==> src/hw/rtl/lrc_ltp_pkg.sv <==
// Shared types and constants of the LRC line timestamp parser.
package lrc_ltp_pkg;

	// Default longest line content, in bytes
	localparam int LINE_LIMIT_DEF = 95;

	// Width of the text offset field
	localparam int TEXT_W = 7;

	// Characters the parser looks for
	localparam logic [7:0] CH_NUL    = 8'h00;
	localparam logic [7:0] CH_BOM0   = 8'hEF;
	localparam logic [7:0] CH_BOM1   = 8'hBB;
	localparam logic [7:0] CH_BOM2   = 8'hBF;
	localparam logic [7:0] CH_QUOTE  = 8'h22;
	localparam logic [7:0] CH_SPACE  = 8'h20;
	localparam logic [7:0] CH_LBRACK = 8'h5B;
	localparam logic [7:0] CH_RBRACK = 8'h5D;
	localparam logic [7:0] CH_COLON  = 8'h3A;
	localparam logic [7:0] CH_DOT    = 8'h2E;
	localparam logic [7:0] CH_DIG0   = 8'h30;
	localparam logic [7:0] CH_DIG9   = 8'h39;

	// Time scaling
	localparam logic [31:0] MS_PER_MIN  = 32'd60000;
	localparam logic [31:0] MS_PER_SEC  = 32'd1000;
	localparam int          FRAC_DIGITS = 3;

	// One input word: a line byte and its end flag
	typedef struct packed {
		logic [7:0] line_byte;
		logic       line_end;
	} src_word_t;

	// One result word, given at the end of each line
	typedef struct packed {
		logic              tag_valid;
		logic [31:0]       time_ms;
		logic [TEXT_W-1:0] text_start;
		logic              text_is_empty;
	} res_word_t;

endpackage

==> src/hw/rtl/lrc_ltp_core.sv <==
// Byte-serial parse state of the LRC line timestamp parser.
module lrc_ltp_core #(
	parameter int LINE_LIMIT = lrc_ltp_pkg::LINE_LIMIT_DEF
) (
	input  logic                   clk,
	input  logic                   arst_n,
	input  logic                   step,
	input  lrc_ltp_pkg::src_word_t word,
	output lrc_ltp_pkg::res_word_t result
);
	import lrc_ltp_pkg::*;

	localparam int POS_W = $clog2(LINE_LIMIT + 1);

	typedef enum logic [4:0] {
		PH_START     = 5'd0,
		PH_BOM1      = 5'd1,
		PH_BOM2      = 5'd2,
		PH_AFTER_BOM = 5'd3,
		PH_OPEN      = 5'd4,
		PH_MIN       = 5'd5,
		PH_SEC       = 5'd6,
		PH_FRAC      = 5'd7,
		PH_TAGS      = 5'd8,
		PH_SPACES    = 5'd9,
		PH_QUOTE     = 5'd10,
		PH_X_MIN1    = 5'd11,
		PH_X_MIN     = 5'd12,
		PH_X_SEC1    = 5'd13,
		PH_X_SEC     = 5'd14,
		PH_X_FRAC    = 5'd15,
		PH_DONE      = 5'd16,
		PH_FAIL      = 5'd17
	} phase_t;

	// Scale the fraction to milliseconds by its digit count
	function automatic logic [31:0] frac_ms(input logic [9:0] acc, input logic [1:0] cnt);
		logic [31:0] v;
		begin
			case (cnt)
				2'd0:    v = 32'd0;
				2'd1:    v = 32'(acc) * 32'd100;
				2'd2:    v = 32'(acc) * 32'd10;
				default: v = 32'(acc);
			endcase
			return v;
		end
	endfunction

	phase_t            ph_q, n_ph, e_ph;
	logic [POS_W-1:0]  pos_q, n_pos;
	logic [31:0]       min_ms_q, n_min_ms;
	logic [31:0]       sec_ms_q, n_sec_ms;
	logic [9:0]        facc_q, n_facc;
	logic [1:0]        fcnt_q, n_fcnt;
	logic [31:0]       first_q, n_first;
	logic [POS_W-1:0]  xstart_q, n_xstart;
	logic [POS_W-1:0]  toff_q, n_toff, e_toff;
	logic              tfound_q, n_tfound, e_tfound;

	logic [7:0]        b;
	logic              is_dig;
	logic [3:0]        dig;
	logic              active;
	logic [31:0]       min_ms_mac, sec_ms_mac, close_time;
	logic [9:0]        facc_mac;
	logic [POS_W-1:0]  start_pos;

	assign b      = word.line_byte;
	assign is_dig = (b >= CH_DIG0) && (b <= CH_DIG9);
	assign dig    = b[3:0];
	assign active = (ph_q != PH_DONE) && (ph_q != PH_FAIL) && (pos_q < POS_W'(LINE_LIMIT));

	// Accumulate minutes and seconds directly in milliseconds
	assign min_ms_mac = (min_ms_q << 3) + (min_ms_q << 1) + 32'(dig) * MS_PER_MIN;
	assign sec_ms_mac = (sec_ms_q << 3) + (sec_ms_q << 1) + 32'(dig) * MS_PER_SEC;
	assign facc_mac   = (facc_q << 3) + (facc_q << 1) + 10'(dig);
	assign close_time = min_ms_q + sec_ms_q + frac_ms(facc_q, fcnt_q);

	// Advance the parse by one byte, then close the line if it ends here
	always_comb begin
		n_ph     = ph_q;
		n_pos    = pos_q;
		n_min_ms = min_ms_q;
		n_sec_ms = sec_ms_q;
		n_facc   = facc_q;
		n_fcnt   = fcnt_q;
		n_first  = first_q;
		n_xstart = xstart_q;
		n_toff   = toff_q;
		n_tfound = tfound_q;

		if (active) begin
			if (b == CH_NUL) begin
				// A zero byte ends the content
				if (ph_q <= PH_FRAC) begin
					n_ph = PH_FAIL;
				end else if (ph_q >= PH_X_MIN1 && ph_q <= PH_X_FRAC) begin
					n_ph     = PH_DONE;
					n_toff   = xstart_q;
					n_tfound = 1'b1;
				end else begin
					n_ph = PH_DONE;
				end
			end else begin
				case (ph_q)
					PH_START: begin
						if (b == CH_BOM0) n_ph = PH_BOM1;
						else if (b == CH_QUOTE) n_ph = PH_OPEN;
						else if (b == CH_LBRACK) n_ph = PH_MIN;
						else n_ph = PH_FAIL;
					end
					PH_BOM1: begin
						n_ph = (b == CH_BOM1) ? PH_BOM2 : PH_FAIL;
					end
					PH_BOM2: begin
						n_ph = (b == CH_BOM2) ? PH_AFTER_BOM : PH_FAIL;
					end
					PH_AFTER_BOM: begin
						if (b == CH_QUOTE) n_ph = PH_OPEN;
						else if (b == CH_LBRACK) n_ph = PH_MIN;
						else n_ph = PH_FAIL;
					end
					PH_OPEN: begin
						n_ph = (b == CH_LBRACK) ? PH_MIN : PH_FAIL;
					end
					PH_MIN: begin
						if (is_dig) n_min_ms = min_ms_mac;
						else if (b == CH_COLON) n_ph = PH_SEC;
						else n_ph = PH_FAIL;
					end
					PH_SEC: begin
						if (is_dig) begin
							n_sec_ms = sec_ms_mac;
						end else if (b == CH_DOT) begin
							n_ph = PH_FRAC;
						end else if (b == CH_RBRACK) begin
							n_first = close_time;
							n_ph    = PH_TAGS;
						end else begin
							n_ph = PH_FAIL;
						end
					end
					PH_FRAC: begin
						if (is_dig && fcnt_q < 2'(FRAC_DIGITS)) begin
							n_facc = facc_mac;
							n_fcnt = fcnt_q + 2'd1;
						end else if (b == CH_RBRACK) begin
							n_first = close_time;
							n_ph    = PH_TAGS;
						end else begin
							n_ph = PH_FAIL;
						end
					end
					PH_TAGS, PH_SPACES: begin
						if (ph_q == PH_TAGS && b == CH_LBRACK) begin
							n_xstart = pos_q;
							n_ph     = PH_X_MIN1;
						end else if (b == CH_QUOTE) begin
							n_ph = PH_QUOTE;
						end else if (b == CH_SPACE) begin
							n_ph = PH_SPACES;
						end else begin
							n_ph     = PH_DONE;
							n_toff   = pos_q;
							n_tfound = 1'b1;
						end
					end
					PH_QUOTE: begin
						// The quote was not alone: text starts at it
						n_ph     = PH_DONE;
						n_toff   = pos_q - POS_W'(1);
						n_tfound = 1'b1;
					end
					PH_X_MIN1, PH_X_SEC1: begin
						if (is_dig) begin
							n_ph = (ph_q == PH_X_MIN1) ? PH_X_MIN : PH_X_SEC;
						end else begin
							n_ph     = PH_DONE;
							n_toff   = xstart_q;
							n_tfound = 1'b1;
						end
					end
					PH_X_MIN: begin
						if (b == CH_COLON) begin
							n_ph = PH_X_SEC1;
						end else if (!is_dig) begin
							n_ph     = PH_DONE;
							n_toff   = xstart_q;
							n_tfound = 1'b1;
						end
					end
					PH_X_SEC: begin
						if (b == CH_DOT) begin
							n_ph = PH_X_FRAC;
						end else if (b == CH_RBRACK) begin
							n_ph = PH_TAGS;
						end else if (!is_dig) begin
							n_ph     = PH_DONE;
							n_toff   = xstart_q;
							n_tfound = 1'b1;
						end
					end
					PH_X_FRAC: begin
						if (b == CH_RBRACK) begin
							n_ph = PH_TAGS;
						end else if (!is_dig) begin
							n_ph     = PH_DONE;
							n_toff   = xstart_q;
							n_tfound = 1'b1;
						end
					end
					default: begin
						n_ph = ph_q;
					end
				endcase
				if (n_ph != PH_DONE) begin
					n_pos = pos_q + POS_W'(1);
				end
			end
		end

		// Close the content at the line end
		e_ph     = n_ph;
		e_toff   = n_toff;
		e_tfound = n_tfound;
		if (n_ph <= PH_FRAC) begin
			e_ph = PH_FAIL;
		end else if (n_ph >= PH_X_MIN1 && n_ph <= PH_X_FRAC) begin
			e_ph     = PH_DONE;
			e_toff   = n_xstart;
			e_tfound = 1'b1;
		end

		start_pos = e_tfound ? e_toff : n_pos;

		if (e_ph == PH_FAIL) begin
			result = '0;
		end else begin
			result.tag_valid     = 1'b1;
			result.time_ms       = n_first;
			result.text_start    = TEXT_W'(start_pos);
			result.text_is_empty = !e_tfound;
		end
	end

	// Hold parse state; return to line start after the last byte
	always_ff @(posedge clk or negedge arst_n) begin
		if (!arst_n) begin
			ph_q     <= PH_START;
			pos_q    <= '0;
			min_ms_q <= '0;
			sec_ms_q <= '0;
			facc_q   <= '0;
			fcnt_q   <= '0;
			first_q  <= '0;
			xstart_q <= '0;
			toff_q   <= '0;
			tfound_q <= 1'b0;
		end else if (step) begin
			if (word.line_end) begin
				ph_q     <= PH_START;
				pos_q    <= '0;
				min_ms_q <= '0;
				sec_ms_q <= '0;
				facc_q   <= '0;
				fcnt_q   <= '0;
				first_q  <= '0;
				xstart_q <= '0;
				toff_q   <= '0;
				tfound_q <= 1'b0;
			end else begin
				ph_q     <= n_ph;
				pos_q    <= n_pos;
				min_ms_q <= n_min_ms;
				sec_ms_q <= n_sec_ms;
				facc_q   <= n_facc;
				fcnt_q   <= n_fcnt;
				first_q  <= n_first;
				xstart_q <= n_xstart;
				toff_q   <= n_toff;
				tfound_q <= n_tfound;
			end
		end
	end

endmodule

==> src/hw/rtl/lrc_line_timestamp_parser.sv <==
// Top level of the LRC line timestamp parser: word handshakes and staging registers.
//
// Feed the bytes of one lyric line, one word per cycle, with line_end set on the
// last byte. The block takes a new byte every cycle while src_stall is low, back to
// back, with no gap between lines. Each byte is held in the input register and is
// then parsed into the line state; the result word for a line is loaded into the
// output register at the edge where its last byte leaves the input register, and
// is held there with res_valid set until it is taken. The output register lets
// the next line's bytes keep flowing while a result waits; input stalls only
// when the last byte of a line finds the output register still full and
// stalled. Lines longer than LINE_LIMIT bytes are cut at that limit.
module lrc_line_timestamp_parser #(
	parameter int LINE_LIMIT = lrc_ltp_pkg::LINE_LIMIT_DEF
) (
	input  logic                   clk,
	input  logic                   arst_n,
	input  logic                   src_valid,
	output logic                   src_stall,
	input  lrc_ltp_pkg::src_word_t src_word,
	output logic                   res_valid,
	input  logic                   res_stall,
	output lrc_ltp_pkg::res_word_t res_word
);
	import lrc_ltp_pkg::*;

	src_word_t src_s1;
	logic      valid_s1;
	logic      res_valid_q;
	res_word_t res_word_q;
	res_word_t core_res;
	logic      out_free;
	logic      go_s1;
	logic      take;

	// A byte moves on unless it ends a line and the result slot is busy
	assign out_free  = !res_valid_q || !res_stall;
	assign go_s1     = valid_s1 && (!src_s1.line_end || out_free);
	assign src_stall = valid_s1 && !go_s1;
	assign take      = src_valid && !src_stall;

	assign res_valid = res_valid_q;
	assign res_word  = res_word_q;

	lrc_ltp_core #(
		.LINE_LIMIT(LINE_LIMIT)
	) u_core (
		.clk   (clk),
		.arst_n(arst_n),
		.step  (go_s1),
		.word  (src_s1),
		.result(core_res)
	);

	// Hold the input word until the parser takes it
	always_ff @(posedge clk or negedge arst_n) begin
		if (!arst_n) begin
			valid_s1 <= 1'b0;
		end else if (take) begin
			valid_s1 <= 1'b1;
		end else if (go_s1) begin
			valid_s1 <= 1'b0;
		end
	end

	always_ff @(posedge clk) begin
		if (take) begin
			src_s1 <= src_word;
		end
	end

	// Load the result word at the line end; drop it once taken
	always_ff @(posedge clk or negedge arst_n) begin
		if (!arst_n) begin
			res_valid_q <= 1'b0;
		end else if (go_s1 && src_s1.line_end) begin
			res_valid_q <= 1'b1;
		end else if (!res_stall) begin
			res_valid_q <= 1'b0;
		end
	end

	always_ff @(posedge clk) begin
		if (go_s1 && src_s1.line_end) begin
			res_word_q <= core_res;
		end
	end

endmodule
==> config.mk <==
export PLATFORM = sky130hd
export DESIGN_NAME = lrc_line_timestamp_parser
export DESIGN_NICKNAME = d
export VERILOG_FILES = /design/src/hw/rtl/lrc_ltp_pkg.sv /design/src/hw/rtl/lrc_ltp_core.sv /design/src/hw/rtl/lrc_line_timestamp_parser.sv
export SDC_FILE = /design/constraint.sdc
export NUM_CORES = 1
export LEC_CHECK = 0
export BUFFER_PORTS_ARGS = -buffer_cell sky130_fd_sc_hd__buf_2
export CAP_MARGIN = 20
export CORE_ASPECT_RATIO = 0.75
export CORE_MARGIN = 5
export CORE_UTILIZATION = 54
export DETAILED_ROUTE_END_ITERATION = 12
export PLACE_DENSITY_LB_ADDON = 0.12
export SYNTH_ARGS = -nofsm -noshare
export SYNTH_HDL_FRONTEND = slang
export SYNTH_SLANG_ARGS = --single-unit
==> constraint.sdc <==
create_clock -name clk -period 8.7 [get_ports clk]
set_input_delay 0.87 -clock clk [delete_from_list [all_inputs] [get_ports clk]]
set_output_delay 0.87 -clock clk [all_outputs]
set_load 0.1 [all_outputs]
# Word-level counts from Yosys, hierarchy flattened
# Cells that the tools add are included.
[word_totals]
output_inout_bits = 43
reg_bits = 187
inputBits = 13
[classes]
n_reduce_logical = 34
n_eq_ne = 32
muxes = 103
add_sub_neg = 11
n_lt_le_gt_ge = 10
mul = 4
[ops]
columns = ["op", "count"]
rows = [
  ["$mux W32", 17],
  ["$mux W7", 24],
  ["$mux W5", 26],
  ["$add A32 B32 Y32", 4],
  ["$pmux W5 S14", 1],
  ["$pmux W32 S2", 1],
  ["$pmux W17 S3", 1],
  ["$mux W10", 5],
  ["$pmux W7 S6", 1],
  ["$mux W41", 1],
  ["$eq A5 B4 Y1 const B", 8],
  ["$add A32 B14 Y32", 1],
  ["$add A32 B20 Y32", 1],
  ["$eq A8 B6 Y1 const B", 4],
  ["$eq A8 B8 Y1 const B", 3],
  ["$eq A5 B3 Y1 const B", 4],
  ["$mux W1", 19],
  ["$eq A8 B7 Y1 const B", 2],
  ["$mul A10 B5 Y15 const B", 1],
  ["$mul A4 B11 Y15 const B", 1],
  ["$ne A5 B5 Y1 const B", 3],
  ["$reduce_and A5 Y1", 3],
  ["$reduce_bool A2 Y1", 7],
  ["$mul A10 B3 Y13 const B", 1],
  ["other kinds (29)", 55],
]

# Logic depth before layout (Yosys ltp)
[logic_depth]
word_depth = 16
ltp_mapped = 24

# Cells and area by module
# Synthesis repeated with hierarchy kept, for this count alone.
[hier_totals]
cells_unflattened = 1831
area_unflattened_um2 = 16603.4
[by_module_without_submodules]
columns = ["mod", "area_per_inst_um2", "seq_area_each_um2", "cells_each", "n_inst"]
rows = [
  ["lrc_ltp_core", 14996.9, 3178.0, 1769, 1],
  ["lrc_line_timestamp_parser", 1606.5, 1551.5, 62, 1],
]

# Worst setup path after synthesis
# No wires, ideal clock.
[synth_path]
kind = "register -> register"
from = "register u_core.facc_q[2]"
to = "register res_word_q, in the netlist res_word[37] (data pin)"
setup_slack_ps = 3100
path_buffers = 1
setup_time_ps = 276
synth_period_minus_slack_ps = 5600
path_stages_with_launch = 24
arrival_time_ps = 5323
cell_sequence = "dfrtp_1 > ha_1 > ha_1 > fa_1 > ha_1 > a21o_1 > a21oi_1 > o21bai_1 > a21oi_1 > o21bai_1 > a21oi_1 > o21ai_0 > mux2i_1 > fa_1 > ha_1 > buf_1 > nand3_1 > nor4_1 > a32oi_1 > nand2_1 > o2111ai_1 > and2_1 > a41oi_1 > a22oi_1"
[synth_between]
elab_chain_cells = 9
[synth_rtl]
columns = ["element", "line", "rtl"]
rows = [
  ["start: declaration", "lrc_ltp_core.sv:54", "logic [9:0] facc_q, n_facc;"],
  ["start signal: assignment", "lrc_ltp_core.sv:277", "facc_q <= n_facc;"],
  ["$mul A10 B3 Y13 / $mul A10 B5 Y15 (equally long branches)", "lrc_ltp_core.sv:43, lrc_ltp_core.sv:42", ""],
  ["$pmux W17 S3 *", "lrc_ltp_core.sv:40", "case (cnt)"],
  ["$add A32 B32 Y32 *", "lrc_ltp_core.sv:78", "assign close_time = min_ms_q + sec_ms_q + frac_ms(facc_q, fcnt_q);"],
  ["$mux W32 *", "lrc_ltp_core.sv:137, lrc_ltp_core.sv:148", ""],
  ["$mux W32", "lrc_ltp_core.sv:135", "end else if (b == CH_DOT) begin"],
  ["$mux W32", "lrc_ltp_core.sv:133", "if (is_dig) begin"],
  ["$pmux W32 S2 *", "lrc_ltp_core.sv:106", "case (ph_q)"],
  ["$mux W32 *", "lrc_ltp_core.sv:94", "if (b == CH_NUL) begin"],
  ["$mux W32 *", "lrc_ltp_core.sv:93", "if (active) begin"],
  ["end signal: assignment", "lrc_line_timestamp_parser.sv:84", "res_word_q <= core_res;"],
  ["end: declaration", "lrc_line_timestamp_parser.sv:29", "res_word_t res_word_q;"],
]
# Every way passes the cells marked *; elsewhere a longest branch is shown, timed or not.
# A chain may end at the register's enable or synchronous reset.

# Worst setup path after layout
# Same ends and word-level chain as after synthesis.

==> metrics.md <==
| Metric | Value |
|---|---|
| Run status | `finished clean` |
| Crit share post-route | `72.8%` |
| Post-Syn Area | `~17000 um^2` |
| Cts bufs inserted | `17` |
| Clock network fraction of total power | `27.0%` |
| Fmax | `0.158 GHz` |
| Die X-Extent | `216 um` |
| CTS tree | `yes` |
| Flop pwr share | `34.1%` |
| Later-pin clock latency in the skew report | `approximately 470 ps` |
| Detail Route Antenna Nets | `0` |
| Routed len/inst | `roughly 22 um` |
| GPL Wtd Cong | `0.964` |
| Pin count of the biggest net entering global routing | `67` |
| DR pass1 iterations | `7` |
| Register area share after synthesis | `27.6%` |
| Crit. End Element | `register` |
| Die Y | `164 um` |
| Comb power frac | `approximately two fifths` |
| Fin crit period | `6330 ps` |
| Max clock buf depth | `2` |
| #FFs+latches synth | `179` |
| Initial antenna violation count | `0` |
| Final setup viols | `0` |
| DP Area | `17700 um^2` |
| Most numerous cell in the Yosys netlist | `ha_1` |
| Nets | `between 2000 and 2500` |
| Number of synthesized flops with an enable pin | `50` |
| Leak | `8.71 nW` |
| Routed Wire Length | `50.3 mm` |
| Share of layout cells above drive strength 1 | `under 10%` |
| Clk sinks | `between 150 and 200` |
| Synth Warn # | `0` |
| Final Hold Fails | `0` |
| First-pass GRT wire length | `80.7 mm` |
| Startpoint types | `register` |
| Slew Viols, Final | `0` |
| Cts hold-fix bufs | `0` |
| Gr usage total | `28.9%` |
| I/O Buffers | `55` |
| Switch Pwr | `1.30 mW` |
| Cell Int Power | `1.67 mW` |
| Worst Skew | `15.3 ps` |
| Power Density | `162 nW/um^2` |
| Syn nets | `2168` |
| GRT overflow | `0` |
| Synthesis-to-finish area growth | `7.14%` |
| Ys flop type | `dfrtp_1` |
| DP HPWL | `38.7 mm` |
| Number of global-route vias before repair | `14051` |
| Max-Cap Viols | `0` |
| Via count | `14716` |
| Setup Fix Bufs, Post-CTS | `0` |
| Commonest cells in the netlist | `ha_1, nand2_1, inv_1` |
| Worst Hold Class | `input pin to async pin` |
| Setup_tns | `0 ps` |
| Post-Layout Inst Area | `18300 um^2` |
| Syn Area/Cell | `9.06 um^2` |
| Layout fillers | `2776` |
| Post-synth ARST share | `72.1%` |
| H-tree Lvls | `4` |
| # diodes | `0` |
| Post-CTS Resized | `0` |
| CP required | `between 8000 and 9000 ps` |
| Peak VDD IR | `151 uV` |
| Unique cell type count in the Yosys netlist | `96` |
| Top cells by area, synth | `dfrtp_1, ha_1, edfxtp_1` |
| RSZ-0062 raised after global routing | `false` |
| Core area | `31300 um^2` |
| Initial core utilization | `between 50% and 60%` |
| Mapped Cells | `roughly 1900` |
| CP Data Arrival Time | `6520 ps` |
| Clock Tree Root | `clkbuf_16` |
| Clock transition at path regs | `90 ps` |
| Most area-hungry cell type in the Yosys netlist | `dfrtp_1` |
| Switching share of power | `43.8%` |
| Least-Margin Pin Slew | `approximately 960 ps` |
| Placement row count | `between 50 and 60` |
| Worst Path Max Fanout | `8` |
| Vias per std cell | `~6.3` |
| Top Ports | `56` |
| DRT iter0 DRCs | `1578` |
| Yosys top cell area share | `18.9%` |
| Max-slew headroom | `35.9%` |
| Setup CP Type | `register to register` |
| Die area | `35400 um^2` |
| DRC | `0` |
registers in the layout, summed over array words and instances, names as in the netlist, 2 cells and up:
name and flops:
u_core.facc_q 10, u_core.first_q 32, u_core.min_ms_q 27, u_core.xstart_q 7, u_core.fcnt_q 2, res_word 41, u_core.sec_ms_q 29, u_core.toff_q 7
src_s1 9, u_core.ph_q 5, u_core.pos_q 7
power by group through the flow:
stage	sequential [mW]	combinational (mW)	clock, mW
after detailed placement	1.02	1.12	0
after floorplan	1.10	0.758	0
final	1.01	1.15	0.803
after global routing	1.02	1.25	0.845
after CTS	1.01	1.13	0.814
after global placement	1.02	1.12	0
per-stage QoR:
| step | utilization, % | total power, mW | setup slack (ps) | instances | hold WS [ps] |
|---|---|---|---|---|---|
| 6_report | 58.6 | 2.97 | 2370 | 2323 | 388 |
| 5_1_grt | 58.6 | 3.12 | 1890 | 2323 | 445 |
| 4_1_cts | 58.6 | 2.95 | 2420 | 2322 | 414 |
| 3_5_place_dp | 56.7 | 2.15 | 2450 | 2290 | 460 |
| 3_3_place_gp | 56.7 | 2.14 | 2630 | 2290 | 453 |
| 2_1_floorplan | - | 1.86 | 3100 | 1888 | 439 |
layout by cell type (no fill, tap or decap), types with 10 or more instances in the layout:
master / netlist / layout
or3_1: 12 / 12
o21ai_0: 133 / 132
o31ai_1: 19 / 19
fa_1: 51 / 51
and2_1: 14 / 14
mux2_2: 12 / 12
a32o_1: 11 / 11
a211oi_1: 30 / 30
nand4_1: 13 / 13
buf_2: 23 / 54
o21bai_1: 27 / 27
nand2b_1: 17 / 17
dfrtp_1: 129 / 129
xnor2_1: 55 / 55
nor2b_1: 18 / 18
o21a_1: 21 / 21
nand2_1: 172 / 172
ha_1: 216 / 216
buf_4: 0 / 17
edfxtp_1: 50 / 50
a22o_1: 41 / 41
nor2_1: 75 / 75
inv_1: 164 / 164
a21o_1: 39 / 39
a22oi_1: 19 / 19
and3_1: 13 / 13
a21oi_1: 126 / 126
xor2_1: 37 / 37
nand3_1: 35 / 35
a211o_1: 10 / 10
nor3_1: 37 / 37
clkbuf_16: 0 / 17
a31oi_1: 22 / 22
mux2i_1: 17 / 17
per-layer routing:
| layer | share of wire (%) | GRT usage (%) | vias to the layer above |
|---|---|---|---|
| met5 | 0 | 0 | - |
| met4 | 1.5 | 6.16 | 0 |
| met3 | 9.0 | 7.70 | 57 |
| met2 | 40 | 40.8 | 542 |
| met1 | 49 | 44.3 | 7132 |
| li1 | - | - | 6985 |
critical path, cell delays in order (launching register included):
cell	delay, ps
dfrtp_1	500
ha_1	350
ha_1	310
fa_1	460
ha_1	350
a21o_1	210
a21oi_1	240
o21bai_1	100
a21oi_1	230
o21bai_1	100
a21oi_1	210
o21ai_0	160
mux2i_1	260
fa_1	460
ha_1	440
nand3_1	180
nor4_1	360
a32oi_1	150
nand2_1	170
o2111ai_1	240
and2_1	240
a41oi_1	210
a22oi_1	80
cells by family (layout without fill, tap and decap cells):
family | after synthesis | after routing | share of synthesized area (%)
fa+ha+maj | 267 | 267 | 21.8
simple gates | 452 | 452 | 13.0
flops | 179 | 179 | 27.6
xor+xnor | 92 | 92 | 4.71
buf+inv | 239 | 268 | 5.46
compound gates | 630 | 630 | 25.7
mux | 29 | 29 | 1.78
path summary, 6_finish.rpt:
check | slack (ps) | startpoint | endpoint | depth (start not counted)
worst max-delay path | 2370 | u_core.facc_q[2] | res_word[37] | 22
worst min-delay path | 390 | arst_n | u_core.facc_q[7] | 1
worst max register to register | 2370 | u_core.facc_q[2] | res_word[37] | 22
worst min register to register | 490 | u_core.first_q[26] | u_core.first_q[26] | 2
max in group asynchronous | 6940 | arst_n | u_core.first_q[5] | 2
min in group clk | 490 | u_core.first_q[26] | u_core.first_q[26] | 2
layout make-up:
class / instances / area, um^2 / share of cell area, %
timing repair buffer: 72 / 409 / 2.23
clock buffer: 18 / 429 / 2.34
sequential: 179 / 4730 / 25.8
inverter: 164 / 616 / 3.36
multi-input combinational: 1470 / 11500 / 62.6
clock inverter: 14 / 160 / 0.874
tap: 406 / 508 / 2.77
Power figures use the tool's default switching activity.
